`src/hw/rtl/rwhp_pkg.sv`:
```
// Package of the RIFF/WAVE header parser: parse phases, status codes,
// identifier constants, sequencer states and the command, status and result structs.
// No dependencies.
package rwhp_pkg;

  // Identifiers as they are gathered, first byte in the top bits.
  localparam logic [31:0] ID_RIFF   = 32'h5249_4646;
  localparam logic [31:0] ID_RIFX   = 32'h5249_4658;
  localparam logic [31:0] ID_LIST   = 32'h4c49_5354;
  localparam logic [31:0] FORM_WAVE = 32'h5741_5645;
  localparam logic [31:0] FORM_PAL  = 32'h5041_4c20;
  localparam logic [31:0] FORM_RDIB = 32'h5244_4942;
  localparam logic [31:0] FORM_RMID = 32'h524d_4944;
  localparam logic [31:0] FORM_RMMP = 32'h524d_4d50;
  localparam logic [31:0] SUB_FMT   = 32'h666d_7420;
  localparam logic [31:0] SUB_DATA  = 32'h6461_7461;
  localparam logic [7:0]  LOWER_A   = 8'h61;
  localparam logic [7:0]  LOWER_Z   = 8'h7a;

  // Byte offsets inside the fmt body at which a field is complete.
  localparam logic [4:0] FMT_OFS_FORMAT   = 5'd1;
  localparam logic [4:0] FMT_OFS_CHANNELS = 5'd3;
  localparam logic [4:0] FMT_OFS_RATE     = 5'd7;
  localparam logic [4:0] FMT_OFS_BYTERATE = 5'd11;
  localparam logic [4:0] FMT_OFS_ALIGN    = 5'd13;
  localparam logic [4:0] FMT_OFS_BITS     = 5'd15;
  localparam logic [4:0] FMT_OFS_EXTRA    = 5'd17;

  localparam logic [32:0] BYTES_MAX = 33'h1_FFFF_FFFF;
  localparam int unsigned RES_W     = 216;

  typedef enum logic [3:0] {
    ST_DONE         = 4'd0,
    ST_BAD_SUB_ID   = 4'd1,
    ST_RIFX_LIST    = 4'd2,
    ST_BAD_OUTER    = 4'd3,
    ST_UNEXP_OUTER  = 4'd4,
    ST_FORM_UNSUP   = 4'd5,
    ST_FORM_INVALID = 4'd6,
    ST_EXTRA_PARAMS = 4'd7,
    ST_FMT_SHORT    = 4'd8,
    ST_TRUNCATED    = 4'd9
  } status_e;

  typedef enum logic [9:0] {
    PH_OUTER_ID   = 10'b00_0000_0001,
    PH_OUTER_SIZE = 10'b00_0000_0010,
    PH_FORM       = 10'b00_0000_0100,
    PH_SUB_ID     = 10'b00_0000_1000,
    PH_SIZE_FMT   = 10'b00_0001_0000,
    PH_SIZE_DATA  = 10'b00_0010_0000,
    PH_SIZE_OTHER = 10'b00_0100_0000,
    PH_FMT_BODY   = 10'b00_1000_0000,
    PH_SKIP       = 10'b01_0000_0000,
    PH_STOP       = 10'b10_0000_0000
  } phase_e;

  typedef enum logic [3:0] {
    SQ_RUN  = 4'b0001,
    SQ_MUL  = 4'b0010,
    SQ_PROD = 4'b0100,
    SQ_OUT  = 4'b1000
  } seq_e;

  // Commands from the controller to the datapath.
  typedef struct packed {
    logic    gather_be;
    logic    gather_le;
    logic    bif_inc;
    logic    bif_clr;
    logic    count_byte;
    logic    load_riff;
    logic    load_cur;
    logic    load_data;
    logic    count_chunk;
    logic    load_fmt;
    logic    skip_load_size;
    logic    skip_load_rest;
    logic    skip_dec;
    logic    mul_cb;
    logic    mul_prod;
    logic    load_out;
    logic    clear_all;
    status_e status;
  } dp_cmd_t;

  // Status from the datapath to the controller.
  typedef struct packed {
    logic field_end;
    logic is_riff;
    logic is_rifx_list;
    logic id_bad;
    logic is_wave;
    logic is_form_unsup;
    logic is_fmt;
    logic is_data;
    logic size_short;
    logic size_zero;
    logic bif_is15;
    logic bif_is17;
    logic cur_is16;
    logic cur_is18;
    logic extra_nz;
    logic skip_one;
  } dp_stat_t;

  // One result item.
  typedef struct packed {
    logic [2:0]  checks;
    logic [15:0] chunk_count;
    logic [31:0] riff_size;
    logic [31:0] data_size;
    logic [15:0] bits_per_sample;
    logic [15:0] block_align;
    logic [31:0] byte_rate;
    logic [31:0] sample_rate;
    logic [15:0] num_channels;
    logic [15:0] audio_format;
    status_e     status;
  } result_t;

  // A letter, a digit or a space.
  function automatic logic id_char(input logic [7:0] b);
    id_char = (b == 8'h20) || (b >= LOWER_A && b <= LOWER_Z) ||
              (b >= 8'h41 && b <= 8'h5a) || (b >= 8'h30 && b <= 8'h39);
  endfunction

  function automatic logic id_bad(input logic [31:0] w);
    id_bad = !(id_char(w[7:0]) && id_char(w[15:8]) &&
               id_char(w[23:16]) && id_char(w[31:24]));
  endfunction

endpackage

```
`src/hw/rtl/riff_wave_header_parser.sv`:
```
// Top level of the RIFF/WAVE header parser: controller, datapath and the
// stream ports. Depends on rwhp_pkg, rwhp_ctrl, rwhp_dp.
//
//   Channel  Direction  Payload                          Beats
//   s_axis   in         tdata: in_byte, tlast: end_of_file  one per file byte
//   m_axis   out        tdata: result fields             one per file
//
// Byte beats are taken only in the run state of the sequencer. After the beat
// marked tlast no byte is taken while the sequencer steps through the two
// multiply stages of the check unit and the load of the result register. The
// load waits while an earlier result beat is still held. Asynchronous reset
// clears all parse state and drops m_axis_tvalid; there is no clearing pass.
module riff_wave_header_parser (
  input  logic         clk_i,
  input  logic         rst_ni,
  input  logic         s_axis_tvalid,
  output logic         s_axis_tready,
  input  logic [7:0]   s_axis_tdata,   // [7:0] in_byte
  input  logic         s_axis_tlast,   // end_of_file
  output logic         m_axis_tvalid,
  input  logic         m_axis_tready,
  output logic [215:0] m_axis_tdata    // [3:0] status, [19:4] audio_format,
                                       // [35:20] num_channels,
                                       // [67:36] sample_rate,
                                       // [99:68] byte_rate,
                                       // [115:100] block_align,
                                       // [131:116] bits_per_sample,
                                       // [163:132] data_size,
                                       // [195:164] riff_size,
                                       // [211:196] chunk_count,
                                       // [214:212] checks, [215] zero
);
  import rwhp_pkg::*;

  dp_cmd_t  cmd;
  dp_stat_t stat;
  result_t  res;
  logic     last_beat;

  rwhp_ctrl u_ctrl (
    .clk_i       (clk_i),
    .rst_ni      (rst_ni),
    .in_valid_i  (s_axis_tvalid),
    .in_last_i   (s_axis_tlast),
    .in_ready_o  (s_axis_tready),
    .out_valid_o (m_axis_tvalid),
    .out_ready_i (m_axis_tready),
    .stat_i      (stat),
    .cmd_o       (cmd)
  );

  rwhp_dp u_dp (
    .clk_i  (clk_i),
    .rst_ni (rst_ni),
    .byte_i (s_axis_tdata),
    .cmd_i  (cmd),
    .stat_o (stat),
    .res_o  (res)
  );

  // Result fields packed from the lowest bit up.
  assign m_axis_tdata = {1'b0, res.checks, res.chunk_count, res.riff_size,
                         res.data_size, res.bits_per_sample, res.block_align,
                         res.byte_rate, res.sample_rate, res.num_channels,
                         res.audio_format, res.status};

  assign last_beat = s_axis_tvalid && s_axis_tready && s_axis_tlast;

  // No byte is taken in the cycle after the final beat.
  a_stall_after_last: assert property (@(posedge clk_i) disable iff (!rst_ni)
    last_beat |=> !s_axis_tready)
    else $error("byte accepted while checks are running");

  // A fresh result beat is raised only after a final byte, once the multiply
  // stages have run and the result register is loaded.
  a_result_timing: assert property (@(posedge clk_i) disable iff (!rst_ni)
    $rose(m_axis_tvalid) |-> $past(last_beat, 4))
    else $error("result beat without a matching final byte");

  // Only defined status codes leave the block.
  a_status_range: assert property (@(posedge clk_i) disable iff (!rst_ni)
    m_axis_tvalid |-> (m_axis_tdata[3:0] <= ST_TRUNCATED))
    else $error("undefined status code on result beat");

endmodule

```
`src/hw/rtl/rwhp_chk.sv`:
```
// Consistency check unit: two registered multiply stages and the final
// compares of byte rate, block align and outer size. Depends on rwhp_pkg.
module rwhp_chk (
  input  logic        clk_i,
  input  logic        mul_cb_i,
  input  logic        mul_prod_i,
  input  logic [15:0] channels_i,
  input  logic [15:0] bits_i,
  input  logic [31:0] rate_i,
  input  logic [31:0] byte_rate_i,
  input  logic [15:0] align_i,
  input  logic [31:0] riff_size_i,
  input  logic [32:0] bytes_seen_i,
  output logic [2:0]  checks_o
);
  import rwhp_pkg::*;

  logic [31:0] cb_q;
  logic [63:0] prod_q;

  // Channels times bits first, then times the sample rate.
  always_ff @(posedge clk_i) begin
    if (mul_cb_i) begin
      cb_q <= channels_i * bits_i;
    end
    if (mul_prod_i) begin
      prod_q <= rate_i * cb_q;
    end
  end

  // Division by eight is a drop of the three low bits.
  assign checks_o[0] = (prod_q[63:3] == {29'd0, byte_rate_i});
  assign checks_o[1] = (cb_q[31:3] == {13'd0, align_i});
  assign checks_o[2] = (({1'b0, riff_size_i} + 33'd8) == bytes_seen_i);

endmodule

```
`src/hw/rtl/rwhp_dp.sv`:
```
// Datapath of the parser: byte gathering, sizes, skip counter, held fmt
// fields, counters and the result register. Depends on rwhp_pkg, rwhp_chk.
module rwhp_dp (
  input  logic               clk_i,
  input  logic               rst_ni,
  input  logic [7:0]         byte_i,
  input  rwhp_pkg::dp_cmd_t  cmd_i,
  output rwhp_pkg::dp_stat_t stat_o,
  output rwhp_pkg::result_t  res_o
);
  import rwhp_pkg::*;

  logic [31:0] gw_q, gw_d;
  logic [4:0]  bif_q, bif_d;
  logic [31:0] skip_q, skip_d;
  logic [31:0] cur_q, cur_d;
  logic [15:0] fmt_q, fmt_d;
  logic [15:0] chan_q, chan_d;
  logic [31:0] rate_q, rate_d;
  logic [31:0] brate_q, brate_d;
  logic [15:0] align_q, align_d;
  logic [15:0] bits_q, bits_d;
  logic [31:0] dsize_q, dsize_d;
  logic [31:0] rsize_q, rsize_d;
  logic [32:0] bytes_q, bytes_d;
  logic [15:0] chunks_q, chunks_d;
  logic [31:0] gw_be;
  logic [31:0] gw_le;
  logic [2:0]  checks;
  result_t     res_q;

  // Next gathered word in either byte order.
  assign gw_be = {gw_q[23:0], byte_i};
  assign gw_le = {byte_i, gw_q[31:8]};

  // Classification of the word that this beat completes.
  always_comb begin
    stat_o.field_end     = (bif_q == 5'd3);
    stat_o.is_riff       = (gw_be == ID_RIFF);
    stat_o.is_rifx_list  = (gw_be == ID_RIFX) || (gw_be == ID_LIST);
    stat_o.id_bad        = id_bad(gw_be);
    stat_o.is_wave       = (gw_be == FORM_WAVE);
    stat_o.is_form_unsup = (gw_be == FORM_PAL) || (gw_be == FORM_RDIB) ||
                           (gw_be == FORM_RMID) || (gw_be == FORM_RMMP);
    stat_o.is_fmt        = (gw_be == SUB_FMT);
    stat_o.is_data       = (gw_be == SUB_DATA);
    stat_o.size_short    = (gw_le < 32'd16) || (gw_le == 32'd17);
    stat_o.size_zero     = (gw_le == 32'd0);
    stat_o.bif_is15      = (bif_q == FMT_OFS_BITS);
    stat_o.bif_is17      = (bif_q == FMT_OFS_EXTRA);
    stat_o.cur_is16      = (cur_q == 32'd16);
    stat_o.cur_is18      = (cur_q == 32'd18);
    stat_o.extra_nz      = (gw_le[31:16] != 16'd0);
    stat_o.skip_one      = (skip_q == 32'd1);
  end

  // Next values of the parse state.
  always_comb begin
    gw_d     = gw_q;
    bif_d    = bif_q;
    skip_d   = skip_q;
    cur_d    = cur_q;
    fmt_d    = fmt_q;
    chan_d   = chan_q;
    rate_d   = rate_q;
    brate_d  = brate_q;
    align_d  = align_q;
    bits_d   = bits_q;
    dsize_d  = dsize_q;
    rsize_d  = rsize_q;
    bytes_d  = bytes_q;
    chunks_d = chunks_q;

    if (cmd_i.gather_be) begin
      gw_d = gw_be;
    end else if (cmd_i.gather_le) begin
      gw_d = gw_le;
    end
    if (cmd_i.bif_clr) begin
      bif_d = 5'd0;
    end else if (cmd_i.bif_inc) begin
      bif_d = bif_q + 5'd1;
    end
    if (cmd_i.count_byte && bytes_q != BYTES_MAX) begin
      bytes_d = bytes_q + 33'd1;
    end
    if (cmd_i.load_riff) begin
      rsize_d = gw_le;
    end
    if (cmd_i.load_cur) begin
      cur_d = gw_le;
    end
    if (cmd_i.load_data) begin
      dsize_d = gw_le;
    end
    if (cmd_i.count_chunk && chunks_q != 16'hFFFF) begin
      chunks_d = chunks_q + 16'd1;
    end

    // Skip counter: loaded from a header size or the rest of a fmt body.
    if (cmd_i.skip_load_size) begin
      skip_d = gw_le;
    end else if (cmd_i.skip_load_rest) begin
      skip_d = cur_q - 32'd18;
    end else if (cmd_i.skip_dec && skip_q != 32'd0) begin
      skip_d = skip_q - 32'd1;
    end

    // Fmt fields, taken as each one completes.
    if (cmd_i.load_fmt) begin
      case (bif_q)
        FMT_OFS_FORMAT:   fmt_d   = gw_le[31:16];
        FMT_OFS_CHANNELS: chan_d  = gw_le[31:16];
        FMT_OFS_RATE:     rate_d  = gw_le;
        FMT_OFS_BYTERATE: brate_d = gw_le;
        FMT_OFS_ALIGN:    align_d = gw_le[31:16];
        FMT_OFS_BITS:     bits_d  = gw_le[31:16];
        default: ;
      endcase
    end

    // A new file starts from the reset state.
    if (cmd_i.clear_all) begin
      gw_d     = '0;
      bif_d    = '0;
      skip_d   = '0;
      cur_d    = '0;
      fmt_d    = '0;
      chan_d   = '0;
      rate_d   = '0;
      brate_d  = '0;
      align_d  = '0;
      bits_d   = '0;
      dsize_d  = '0;
      rsize_d  = '0;
      bytes_d  = '0;
      chunks_d = '0;
    end
  end

  // Parse state registers.
  always_ff @(posedge clk_i or negedge rst_ni) begin
    if (!rst_ni) begin
      gw_q     <= '0;
      bif_q    <= '0;
      skip_q   <= '0;
      cur_q    <= '0;
      fmt_q    <= '0;
      chan_q   <= '0;
      rate_q   <= '0;
      brate_q  <= '0;
      align_q  <= '0;
      bits_q   <= '0;
      dsize_q  <= '0;
      rsize_q  <= '0;
      bytes_q  <= '0;
      chunks_q <= '0;
    end else begin
      gw_q     <= gw_d;
      bif_q    <= bif_d;
      skip_q   <= skip_d;
      cur_q    <= cur_d;
      fmt_q    <= fmt_d;
      chan_q   <= chan_d;
      rate_q   <= rate_d;
      brate_q  <= brate_d;
      align_q  <= align_d;
      bits_q   <= bits_d;
      dsize_q  <= dsize_d;
      rsize_q  <= rsize_d;
      bytes_q  <= bytes_d;
      chunks_q <= chunks_d;
    end
  end

  rwhp_chk u_chk (
    .clk_i        (clk_i),
    .mul_cb_i     (cmd_i.mul_cb),
    .mul_prod_i   (cmd_i.mul_prod),
    .channels_i   (chan_q),
    .bits_i       (bits_q),
    .rate_i       (rate_q),
    .byte_rate_i  (brate_q),
    .align_i      (align_q),
    .riff_size_i  (rsize_q),
    .bytes_seen_i (bytes_q),
    .checks_o     (checks)
  );

  // Result register, loaded once the checks are ready.
  always_ff @(posedge clk_i) begin
    if (cmd_i.load_out) begin
      res_q.status          <= cmd_i.status;
      res_q.audio_format    <= fmt_q;
      res_q.num_channels    <= chan_q;
      res_q.sample_rate     <= rate_q;
      res_q.byte_rate       <= brate_q;
      res_q.block_align     <= align_q;
      res_q.bits_per_sample <= bits_q;
      res_q.data_size       <= dsize_q;
      res_q.riff_size       <= rsize_q;
      res_q.chunk_count     <= chunks_q;
      res_q.checks          <= checks;
    end
  end

  assign res_o = res_q;

endmodule

```
`src/hw/rtl/rwhp_ctrl.sv`:
```
// Controller of the parser: the parse phase machine, the held status and
// the sequencer for the final checks and the result beat. Depends on rwhp_pkg.
module rwhp_ctrl (
  input  logic               clk_i,
  input  logic               rst_ni,
  input  logic               in_valid_i,
  input  logic               in_last_i,
  output logic               in_ready_o,
  output logic               out_valid_o,
  input  logic               out_ready_i,
  input  rwhp_pkg::dp_stat_t stat_i,
  output rwhp_pkg::dp_cmd_t  cmd_o
);
  import rwhp_pkg::*;

  phase_e  phase_q, phase_d;
  seq_e    seq_q, seq_d;
  status_e status_q, status_d;
  status_e res_status_q, res_status_d;
  logic    out_valid_q, out_valid_d;
  logic    beat;
  logic    sub_done;

  assign in_ready_o  = (seq_q == SQ_RUN);
  assign beat        = in_valid_i && in_ready_o;
  assign out_valid_o = out_valid_q;

  always_comb begin
    cmd_o        = '0;
    phase_d      = phase_q;
    seq_d        = seq_q;
    status_d     = status_q;
    res_status_d = res_status_q;

    // Parse step for one accepted beat.
    if (beat) begin
      cmd_o.count_byte = 1'b1;
      case (phase_q)
        PH_OUTER_ID: begin
          cmd_o.gather_be = 1'b1;
          if (stat_i.field_end) begin
            cmd_o.bif_clr = 1'b1;
            if (stat_i.is_riff) begin
              phase_d = PH_OUTER_SIZE;
            end else if (stat_i.is_rifx_list) begin
              phase_d  = PH_STOP;
              status_d = ST_RIFX_LIST;
            end else begin
              phase_d  = PH_STOP;
              status_d = stat_i.id_bad ? ST_BAD_OUTER : ST_UNEXP_OUTER;
            end
          end else begin
            cmd_o.bif_inc = 1'b1;
          end
        end
        PH_OUTER_SIZE: begin
          cmd_o.gather_le = 1'b1;
          if (stat_i.field_end) begin
            cmd_o.bif_clr   = 1'b1;
            cmd_o.load_riff = 1'b1;
            phase_d         = PH_FORM;
          end else begin
            cmd_o.bif_inc = 1'b1;
          end
        end
        PH_FORM: begin
          cmd_o.gather_be = 1'b1;
          if (stat_i.field_end) begin
            cmd_o.bif_clr = 1'b1;
            if (stat_i.is_wave) begin
              phase_d = PH_SUB_ID;
            end else begin
              phase_d  = PH_STOP;
              status_d = stat_i.is_form_unsup ? ST_FORM_UNSUP : ST_FORM_INVALID;
            end
          end else begin
            cmd_o.bif_inc = 1'b1;
          end
        end
        PH_SUB_ID: begin
          cmd_o.gather_be = 1'b1;
          if (stat_i.field_end) begin
            cmd_o.bif_clr = 1'b1;
            if (stat_i.is_fmt) begin
              phase_d = PH_SIZE_FMT;
            end else if (stat_i.is_data) begin
              phase_d = PH_SIZE_DATA;
            end else if (stat_i.id_bad) begin
              phase_d  = PH_STOP;
              status_d = ST_BAD_SUB_ID;
            end else begin
              phase_d = PH_SIZE_OTHER;
            end
          end else begin
            cmd_o.bif_inc = 1'b1;
          end
        end
        PH_SIZE_FMT: begin
          cmd_o.gather_le = 1'b1;
          if (stat_i.field_end) begin
            cmd_o.bif_clr  = 1'b1;
            cmd_o.load_cur = 1'b1;
            if (stat_i.size_short) begin
              phase_d  = PH_STOP;
              status_d = ST_FMT_SHORT;
            end else begin
              cmd_o.count_chunk = 1'b1;
              phase_d           = PH_FMT_BODY;
            end
          end else begin
            cmd_o.bif_inc = 1'b1;
          end
        end
        PH_SIZE_DATA, PH_SIZE_OTHER: begin
          cmd_o.gather_le = 1'b1;
          if (stat_i.field_end) begin
            cmd_o.bif_clr        = 1'b1;
            cmd_o.load_cur       = 1'b1;
            cmd_o.load_data      = (phase_q == PH_SIZE_DATA);
            cmd_o.count_chunk    = 1'b1;
            cmd_o.skip_load_size = 1'b1;
            phase_d              = stat_i.size_zero ? PH_SUB_ID : PH_SKIP;
          end else begin
            cmd_o.bif_inc = 1'b1;
          end
        end
        PH_FMT_BODY: begin
          cmd_o.gather_le = 1'b1;
          cmd_o.load_fmt  = 1'b1;
          if (stat_i.bif_is15 && stat_i.cur_is16) begin
            cmd_o.bif_clr = 1'b1;
            phase_d       = PH_SUB_ID;
          end else if (stat_i.bif_is17) begin
            cmd_o.bif_clr = 1'b1;
            if (stat_i.extra_nz) begin
              phase_d  = PH_STOP;
              status_d = ST_EXTRA_PARAMS;
            end else begin
              cmd_o.skip_load_rest = 1'b1;
              phase_d              = stat_i.cur_is18 ? PH_SUB_ID : PH_SKIP;
            end
          end else begin
            cmd_o.bif_inc = 1'b1;
          end
        end
        PH_SKIP: begin
          cmd_o.skip_dec = 1'b1;
          if (stat_i.skip_one) begin
            phase_d = PH_SUB_ID;
          end
        end
        PH_STOP: ;
        default: phase_d = PH_STOP;
      endcase
    end

    // A clean end lands on a subchunk boundary with no id byte gathered.
    sub_done = (phase_d == PH_SUB_ID) &&
               !((phase_q == PH_SUB_ID) && !stat_i.field_end);

    // The final beat fixes the status and starts the check sequence.
    if (beat && in_last_i) begin
      seq_d = SQ_MUL;
      if (phase_d == PH_STOP) begin
        res_status_d = status_d;
      end else if (sub_done) begin
        res_status_d = ST_DONE;
      end else begin
        res_status_d = ST_TRUNCATED;
      end
    end

    // Check sequence and hand-off to the result register.
    case (seq_q)
      SQ_RUN: ;
      SQ_MUL: begin
        cmd_o.mul_cb = 1'b1;
        seq_d        = SQ_PROD;
      end
      SQ_PROD: begin
        cmd_o.mul_prod = 1'b1;
        seq_d          = SQ_OUT;
      end
      SQ_OUT: begin
        if (!out_valid_q || out_ready_i) begin
          cmd_o.load_out  = 1'b1;
          cmd_o.clear_all = 1'b1;
          phase_d         = PH_OUTER_ID;
          status_d        = ST_DONE;
          seq_d           = SQ_RUN;
        end
      end
      default: seq_d = SQ_RUN;
    endcase

    cmd_o.status = res_status_q;
  end

  // Result beat valid flag.
  always_comb begin
    if (cmd_o.load_out) begin
      out_valid_d = 1'b1;
    end else if (out_ready_i) begin
      out_valid_d = 1'b0;
    end else begin
      out_valid_d = out_valid_q;
    end
  end

  always_ff @(posedge clk_i or negedge rst_ni) begin
    if (!rst_ni) begin
      phase_q      <= PH_OUTER_ID;
      seq_q        <= SQ_RUN;
      status_q     <= ST_DONE;
      res_status_q <= ST_DONE;
      out_valid_q  <= 1'b0;
    end else begin
      phase_q      <= phase_d;
      seq_q        <= seq_d;
      status_q     <= status_d;
      res_status_q <= res_status_d;
      out_valid_q  <= out_valid_d;
    end
  end

endmodule
```
`config.mk`:
```
export PLATFORM = sky130hd
export DESIGN_NAME = riff_wave_header_parser
export DESIGN_NICKNAME = d
export VERILOG_FILES = /design/src/hw/rtl/rwhp_pkg.sv /design/src/hw/rtl/riff_wave_header_parser.sv /design/src/hw/rtl/rwhp_chk.sv /design/src/hw/rtl/rwhp_dp.sv /design/src/hw/rtl/rwhp_ctrl.sv
export SDC_FILE = /design/constraint.sdc
export NUM_CORES = 2
export LEC_CHECK = 0
export ABC_AREA = 0
export BUFFER_PORTS_ARGS = -buffer_cell sky130_fd_sc_hd__buf_2
export CORE_UTILIZATION = 48
export DETAILED_ROUTE_END_ITERATION = 10
export SYNTH_ARGS = -nofsm -noshare
export SYNTH_HDL_FRONTEND = slang
export SYNTH_SLANG_ARGS = --single-unit
```
`constraint.sdc`:
```
create_clock -name clk_i -period 10.9 [get_ports clk_i]
set_input_delay 2.18 -clock clk_i [delete_from_list [all_inputs] [get_ports clk_i]]
set_output_delay 2.18 -clock clk_i [all_outputs]
set_load 0.02 [all_outputs]
```
# Yosys cells after proc, flatten, opt, wreduce, memory -nomap -nowiden
# Cells that the tools add are included.
# classes
shift	0
bitwise_logic	0
eq_ne	46
add_sub_neg	6
n_mul	2
n_reduce_logical	73
div	0
n_mux	115
order_cmp	25
# ops
operator	n
2-to-1 mux 32 bit	19
== test 32 x 31 -> 1 bit (second input constant)	10
2-to-1 mux 16 bit	14
2-to-1 mux 10 bit	19
== test 32 x 5 -> 1 bit (second input constant)	3
case mux 10 bit (9 select lines)	1
2-to-1 mux 4 bit	21
2-to-1 mux 33 bit	2
greater-or-equal comparator 8 x 7 -> 1 bit (second input constant)	8
<= comparator 8 x 7 -> 1 bit (second input constant)	8
multiplier 32 x 32 -> 64 bit	1
== test 61 x 32 -> 1 bit	1
adder 32 x 4 -> 33 bit (second input constant)	1
adder 33 x 1 -> 33 bit (second input constant)	1
== test 33 bit	1
inequality test 33 bit (second input constant)	1
== test 32 x 1 -> 1 bit (second input constant)	1
== test 8 x 6 -> 1 bit (second input constant)	4
greater-or-equal comparator 8 x 6 -> 1 bit (second input constant)	4
<= comparator 8 x 6 -> 1 bit (second input constant)	4
logical NOT 32 bit	1
< comparator 32 x 5 -> 1 bit (second input constant)	1
multiplier 16 x 16 -> 32 bit	1
nonzero test 32 bit	1
47 further kinds	139
# word_totals
register_bits	676
latch_bits	0
mem_count	0
inputBits	13
out_inout_bits	218
word_cells	299
rom_bits	0
ramBits	0

# Logic depth before layout (Yosys ltp)
# depth
word_depth	18
depth_mapped	30

# Cells and area by module
# A second synthesis with hierarchy kept.
# unflattened
hier_cells	7389
hier_area_um2	71661.2
# by_module_without_submodules
module	area_per_inst_um2	n_inst	cells_each	seq_area_each_um2
rwhp_chk	46148.0	1	5031	2792.7
rwhp_dp	23446.2	1	2096	15014.4
rwhp_ctrl	2055.7	1	260	578.1
riff_wave_header_parser	11.3	1	2	0.0

# Least setup slack after synthesis
# OpenSTA, ideal clock, no wires.
# synth_path
path_kind	in2reg
startpoint	in m_axis_tready
endpoint	reg u_dp.res_q (netlist bit u_dp.res_o[0]) (enable)
setup_time_ns	0.663
required_ns	10.237
path_stages	6
slack_ns	1.136
arrival_time_ns	9.101
n_path_buf	3
path_cell_list	nand2b_1 -> nand2b_1 -> inv_1 -> clkbuf_1 -> clkbuf_1 -> clkbuf_1
# synth_between
elab_chain_len	3
# synth_lines
item	line_no	text
start: declaration	riff_wave_header_parser.sv:21	input logic m_axis_tready,
logical OR 1 bit	rwhp_ctrl.sv:185	if (!out_valid_q || out_ready_i) begin
2-to-1 mux 2 bit	rwhp_ctrl.sv:185	
2-to-1 mux 2 bit	rwhp_ctrl.sv:174	case (seq_q)
end: declaration	rwhp_dp.sv:30	result_t res_q;
# No other way between the ends.
# A chain may end at the register's enable or synchronous reset.

# Final worst setup path
# layout_path
startpoint	reg u_dp.u_chk.cb_q[4]
endpoint	reg u_dp.u_chk.prod_q[63] (data pin)
# layout_between
elab_chain_len	1
# layout_lines
item	line_no	text
start: declaration	rwhp_chk.sv:18	logic [31:0] cb_q;
start signal: assignment	rwhp_chk.sv:24	cb_q <= channels_i * bits_i;
multiplier 32 x 32 -> 64 bit	rwhp_chk.sv:27	prod_q <= rate_i * cb_q;
end signal: assignment	rwhp_chk.sv:27	
end: declaration	rwhp_chk.sv:19	logic [63:0] prod_q;
# No other way between the ends.

==> results.md <==
- The height of the chip is 387 µm.
- The number of violations of the max-capacitance limit is 0.
- Of the available clock period, the critical path in the final layout requires 0.817.
- In the post-synthesis netlist, the biggest area contributors are sky130_fd_sc_hd__fa_1 31%, sky130_fd_sc_hd__edfxtp_1 13%, sky130_fd_sc_hd__dfrtp_1 13%, sky130_fd_sc_hd__ha_1 6.6%, sky130_fd_sc_hd__and2_1 6.6%.
- The number of register bits inferred by synthesis is ~670.
- The average instance in the mapped netlist occupies 9.67 µm².
- The library cell with the largest summed area after synthesis is sky130_fd_sc_hd__fa_1.
- The maximum number of pins on one net before global-route repair is 182.
- The final weighted congestion in routability-driven placement is 0.928.
- STA classifies the critical path endpoint as a flip-flop.
- In this run the critical register-to-register path is captured at u_dp.u_chk.prod_q[63]$_DFFE_PP_.
- The number of antenna violations at the first check in global routing is 3.
- The total routed wirelength is 207000 µm.
- The critical-path cell with the highest stage delay is sky130_fd_sc_hd__edfxtp_1.
- Post-CTS timing repair inserted 0 buffers for setup.
- The clock arrives with 0.0478 ns of skew.
- The port buffer count is 229.
- The worst register-to-register path has a depth of 26.
- The number of gates resized after CTS is 0.
- The count of pins over their slew limit is 0.
- Pin placement for this block handled 231 I/O pins.
- The detailed-routing iteration count for the pre-antenna-repair pass is 6.
- The first global-routing pass estimated ~330000 µm of wire.
- After synthesis, the netlist uses between 90 and 100 different library cells.
- The worst setup path endpoint is u_dp.u_chk.prod_q[63]$_DFFE_PP_.
- Of the post-synthesis cell area, the dominant cell type holds 0.306.
- The area growth from synthesis to layout is 7.57%.
- In the final routed layout, each cell accounts on average for approximately 22 µm.
- The number of nets with antenna violations after detailed routing is 0.
- The ratio of total power to cell area is 81.2 mW/mm².
- The clock tree from TritonCTS is yes.
- After synthesis, the share of flip-flops with an asynchronous set or reset is 0.542.
- The path class of the tightest hold or removal check is reg -> reg.
- The net count after synthesis is about 8800.
- The later pin in the worst-skew pair is clocked with a latency of 0.70 ns.
- The critical path class is reg -> reg.
- For this run, the number of Yosys warnings is 0.
- Summed over all nets, the half-perimeter wirelength after detailed placement is between 150000 and 200000 µm.
- The worst reg-to-reg setup slack is 2.00 ns.
- The largest stage delay on the critical path is approximately 1.1 ns.
- The floorplan has 140 rows.
- The most critical setup path has its startpoint at u_dp.u_chk.cb_q[4]$_DFFE_PP_.
- The startpoint kind of the worst setup timing path is a flip-flop.
- The H-tree depth is 3.
- The worst register-to-register path begins at u_dp.u_chk.cb_q[4]$_DFFE_PP_.
- Setup violations remaining at the end of the flow were counted as 0.
- The cts-stage hold buffer count is 0.
- In the routed design, unresolved DRC markers number 0.
- The worst IR drop on VDD is 115 µV.
- At the pin with the least slew margin, the transition time is 1.21 ns.
- The filler cell count in the final layout is roughly 13000.
- The fmax is 0.112 GHz.
- The top fanout value on the critical path is 33.
- The synthesized design contains 308 enable-type register cells.
- The initial utilization of the core area, before any placement, comes to 0.486.
- Summed over all cells, the static leakage comes to 35.7 nW.
- The total instance count after detailed placement is slightly above 9000.
- The global-route total usage across every layer is 0.282.
- The post-synthesis sequential area ratio is 0.258.
- The total grt overflow is 0.
- The cell sitting at the root of the clock tree is a sky130_fd_sc_hd__clkbuf_16.
- After synthesis the cells add up to a little over 0.07 mm².
- The final number of hold-violating endpoints was 0.
- For the final routed database, the setup TNS stands at 0 ns.
- In the post-synthesis netlist, the cell with the most instances is sky130_fd_sc_hd__inv_1.
- The maximum clock path buffer count is 3.
- In this run, CTS created clock tree buffers numbering 75.
- The required time at the worst-slack endpoint is around 11 ns.
- The number of sinks driven by the clock tree is 673.
- The number of global-route vias before repair is 53757.
- The run finished with clean final reports.
- The dominant register cell in the synthesized netlist is sky130_fd_sc_hd__dfrtp_1.
- Once layout is complete, the cells apart from fillers number 9345.
- The beginning of the worst hold path is u_dp.dsize_q[2]$_DFFE_PN0P_.
- In this run, the number of DRC markers left after iteration 0 of detailed routing was 4251.
- The die is 387 µm wide.
- Setup repair after global routing left no endpoint under its margin.
- The via-per-instance ratio is 5.54.
- The arrival time at the worst endpoint is 9.33 ns.
- The clock transition time at the flip-flop clock pins of the worst setup and hold paths is roughly 0.060 ns.
- The worst pin sits at a relative slew slack of 0.187.
- By count the netlist is led by 1138 x sky130_fd_sc_hd__inv_1, 1090 x sky130_fd_sc_hd__fa_1, 1068 x sky130_fd_sc_hd__nand2_1, 747 x sky130_fd_sc_hd__and2_1, 402 x sky130_fd_sc_hd__clkbuf_1.
- The core area is about 0.15 mm².
- Counting I/O delays and the setup requirement, the final critical path takes just under 9 ns.
- The area of the die is 0.150 mm².
- In the final layout, the share of cells above drive strength 1 is 0.0686.
- The cell count after synthesis came out at 7360.
- At the end of the flow, the number of nets in the layout was around 8800.
- The dominant cell type by count on the critical path is sky130_fd_sc_hd__fa_1.
- The overall via count from detail_route is 51759.
==> registers in the layout, indices dropped and copies added (netlist names) <==
signal	flops
u_ctrl.out_valid_o	1
u_ctrl.phase_q	10
u_ctrl.res_status_q	4
u_ctrl.seq_q	4
u_ctrl.status_q	4
u_dp.align_q	16
u_dp.bif_q	5
u_dp.bits_q	16
u_dp.brate_q	32
u_dp.bytes_q	33
u_dp.chan_q	16
u_dp.chunks_q	16
u_dp.cur_q	32
u_dp.dsize_q	32
u_dp.fmt_q	16
u_dp.gw_q	32
u_dp.rate_q	32
u_dp.res_o	215
u_dp.rsize_q	32
u_dp.skip_q	32
u_dp.u_chk.cb_q	32
u_dp.u_chk.prod_q	61
==> cell usage in the layout (no fill, tap or decap), types with 142 or more instances in the layout <==
| cell type | count |
|---|---|
| sky130_fd_sc_hd__inv_1 | 1137 |
| sky130_fd_sc_hd__dfrtp_1 | 360 |
| sky130_fd_sc_hd__nand2_1 | 1068 |
| sky130_fd_sc_hd__ha_1 | 375 |
| sky130_fd_sc_hd__o21ai_0 | 142 |
| sky130_fd_sc_hd__fa_1 | 1090 |
| sky130_fd_sc_hd__nor2_1 | 285 |
| sky130_fd_sc_hd__edfxtp_1 | 308 |
| sky130_fd_sc_hd__and2_1 | 747 |
| sky130_fd_sc_hd__a21oi_1 | 328 |
| sky130_fd_sc_hd__buf_2 | 228 |
| sky130_fd_sc_hd__xnor2_1 | 157 |
==> area by class of cell <==
type	count	area, µm²	area share
diodes	3	7.51	0.0000980
clock buffers	110	2140	0.0279
clock inverters	29	390	0.00510
inverters	1139	4280	0.0559
multi-input cells	5133	47000	0.613
flip-flops and latches	673	18400	0.240
well taps	1917	2400	0.0313
repair buffers	341	2020	0.0264
==> through the flow <==
stage	utilization	total power (W)	worst slack (ns)	instance area, µm²	hold slack, ns
3_5_place_dp	0.506	0.00362	2.11	74100	0.432
5_1_grt	0.523	0.00643	1.55	76600	0.445
6_report	0.523	0.00622	2.00	76600	0.445
3_3_place_gp	0.506	0.00361	2.08	74100	0.429
2_1_floorplan	-	0.00334	1.14	71200	0.423
4_1_cts	0.523	0.00625	2.06	76600	0.446
==> worst min-delay path by stage <==
stage,end,slack (ns),cells after the start
CTS,u_dp.res_o[143]$_DFFE_PP_,0.45,0
finish,u_dp.res_o[134]$_DFFE_PP_,0.45,0
global placement,u_dp.res_o[161]$_DFFE_PP_,0.43,0
detailed placement,u_dp.res_o[134]$_DFFE_PP_,0.43,0
global route,u_dp.res_o[143]$_DFFE_PP_,0.44,0
floorplan,u_dp.res_o[125]$_DFFE_PP_,0.42,0
==> logic make-up (layout without fill, tap and decap cells) <==
family                   Yosys count  count (layout)  share of synthesized area
flip-flops                       673             673                      0.258
AND/OR/NAND/NOR                 2593            2593                      0.181
multiplexers                      71              71                     0.0100
XOR/XNOR                         277             277                     0.0341
AO/OA/AOI/OAI                    726             726                     0.0612
other                              1               4                  0.0000527
adder cells (fa/ha/maj)         1465            1465                      0.372
buffers and inverters           1554            1619                     0.0830
==> power breakdown <==
part / switching (W) / internal (W)
registers: 0.000131 / 0.00270
logic: 0.000484 / 0.000275
clock network: 0.00115 / 0.00148
total: 0.00176 / 0.00446
==> critical path, delay by kind of cell (launching register included) <==
kind / cells / cell delay (ns)
AO/OA/AOI/OAI: 9 / 2.52
XOR/XNOR: 1 / 0.10
adder cells (fa/ha/maj): 9 / 4.28
buffers and inverters: 6 / 0.33
flip-flops: 1 / 1.11
AND/OR/NAND/NOR: 1 / 0.26
==> per-layer routing <==
layer	up-vias	track usage	routed length [µm]
li1	23002	-	-
met1	26690	0.414	93600
met2	1782	0.429	92300
met3	285	0.0522	15800
met4	0	0.0764	5640
met5	-	0	0
Note: power is estimated with default switching activity, not from simulation.
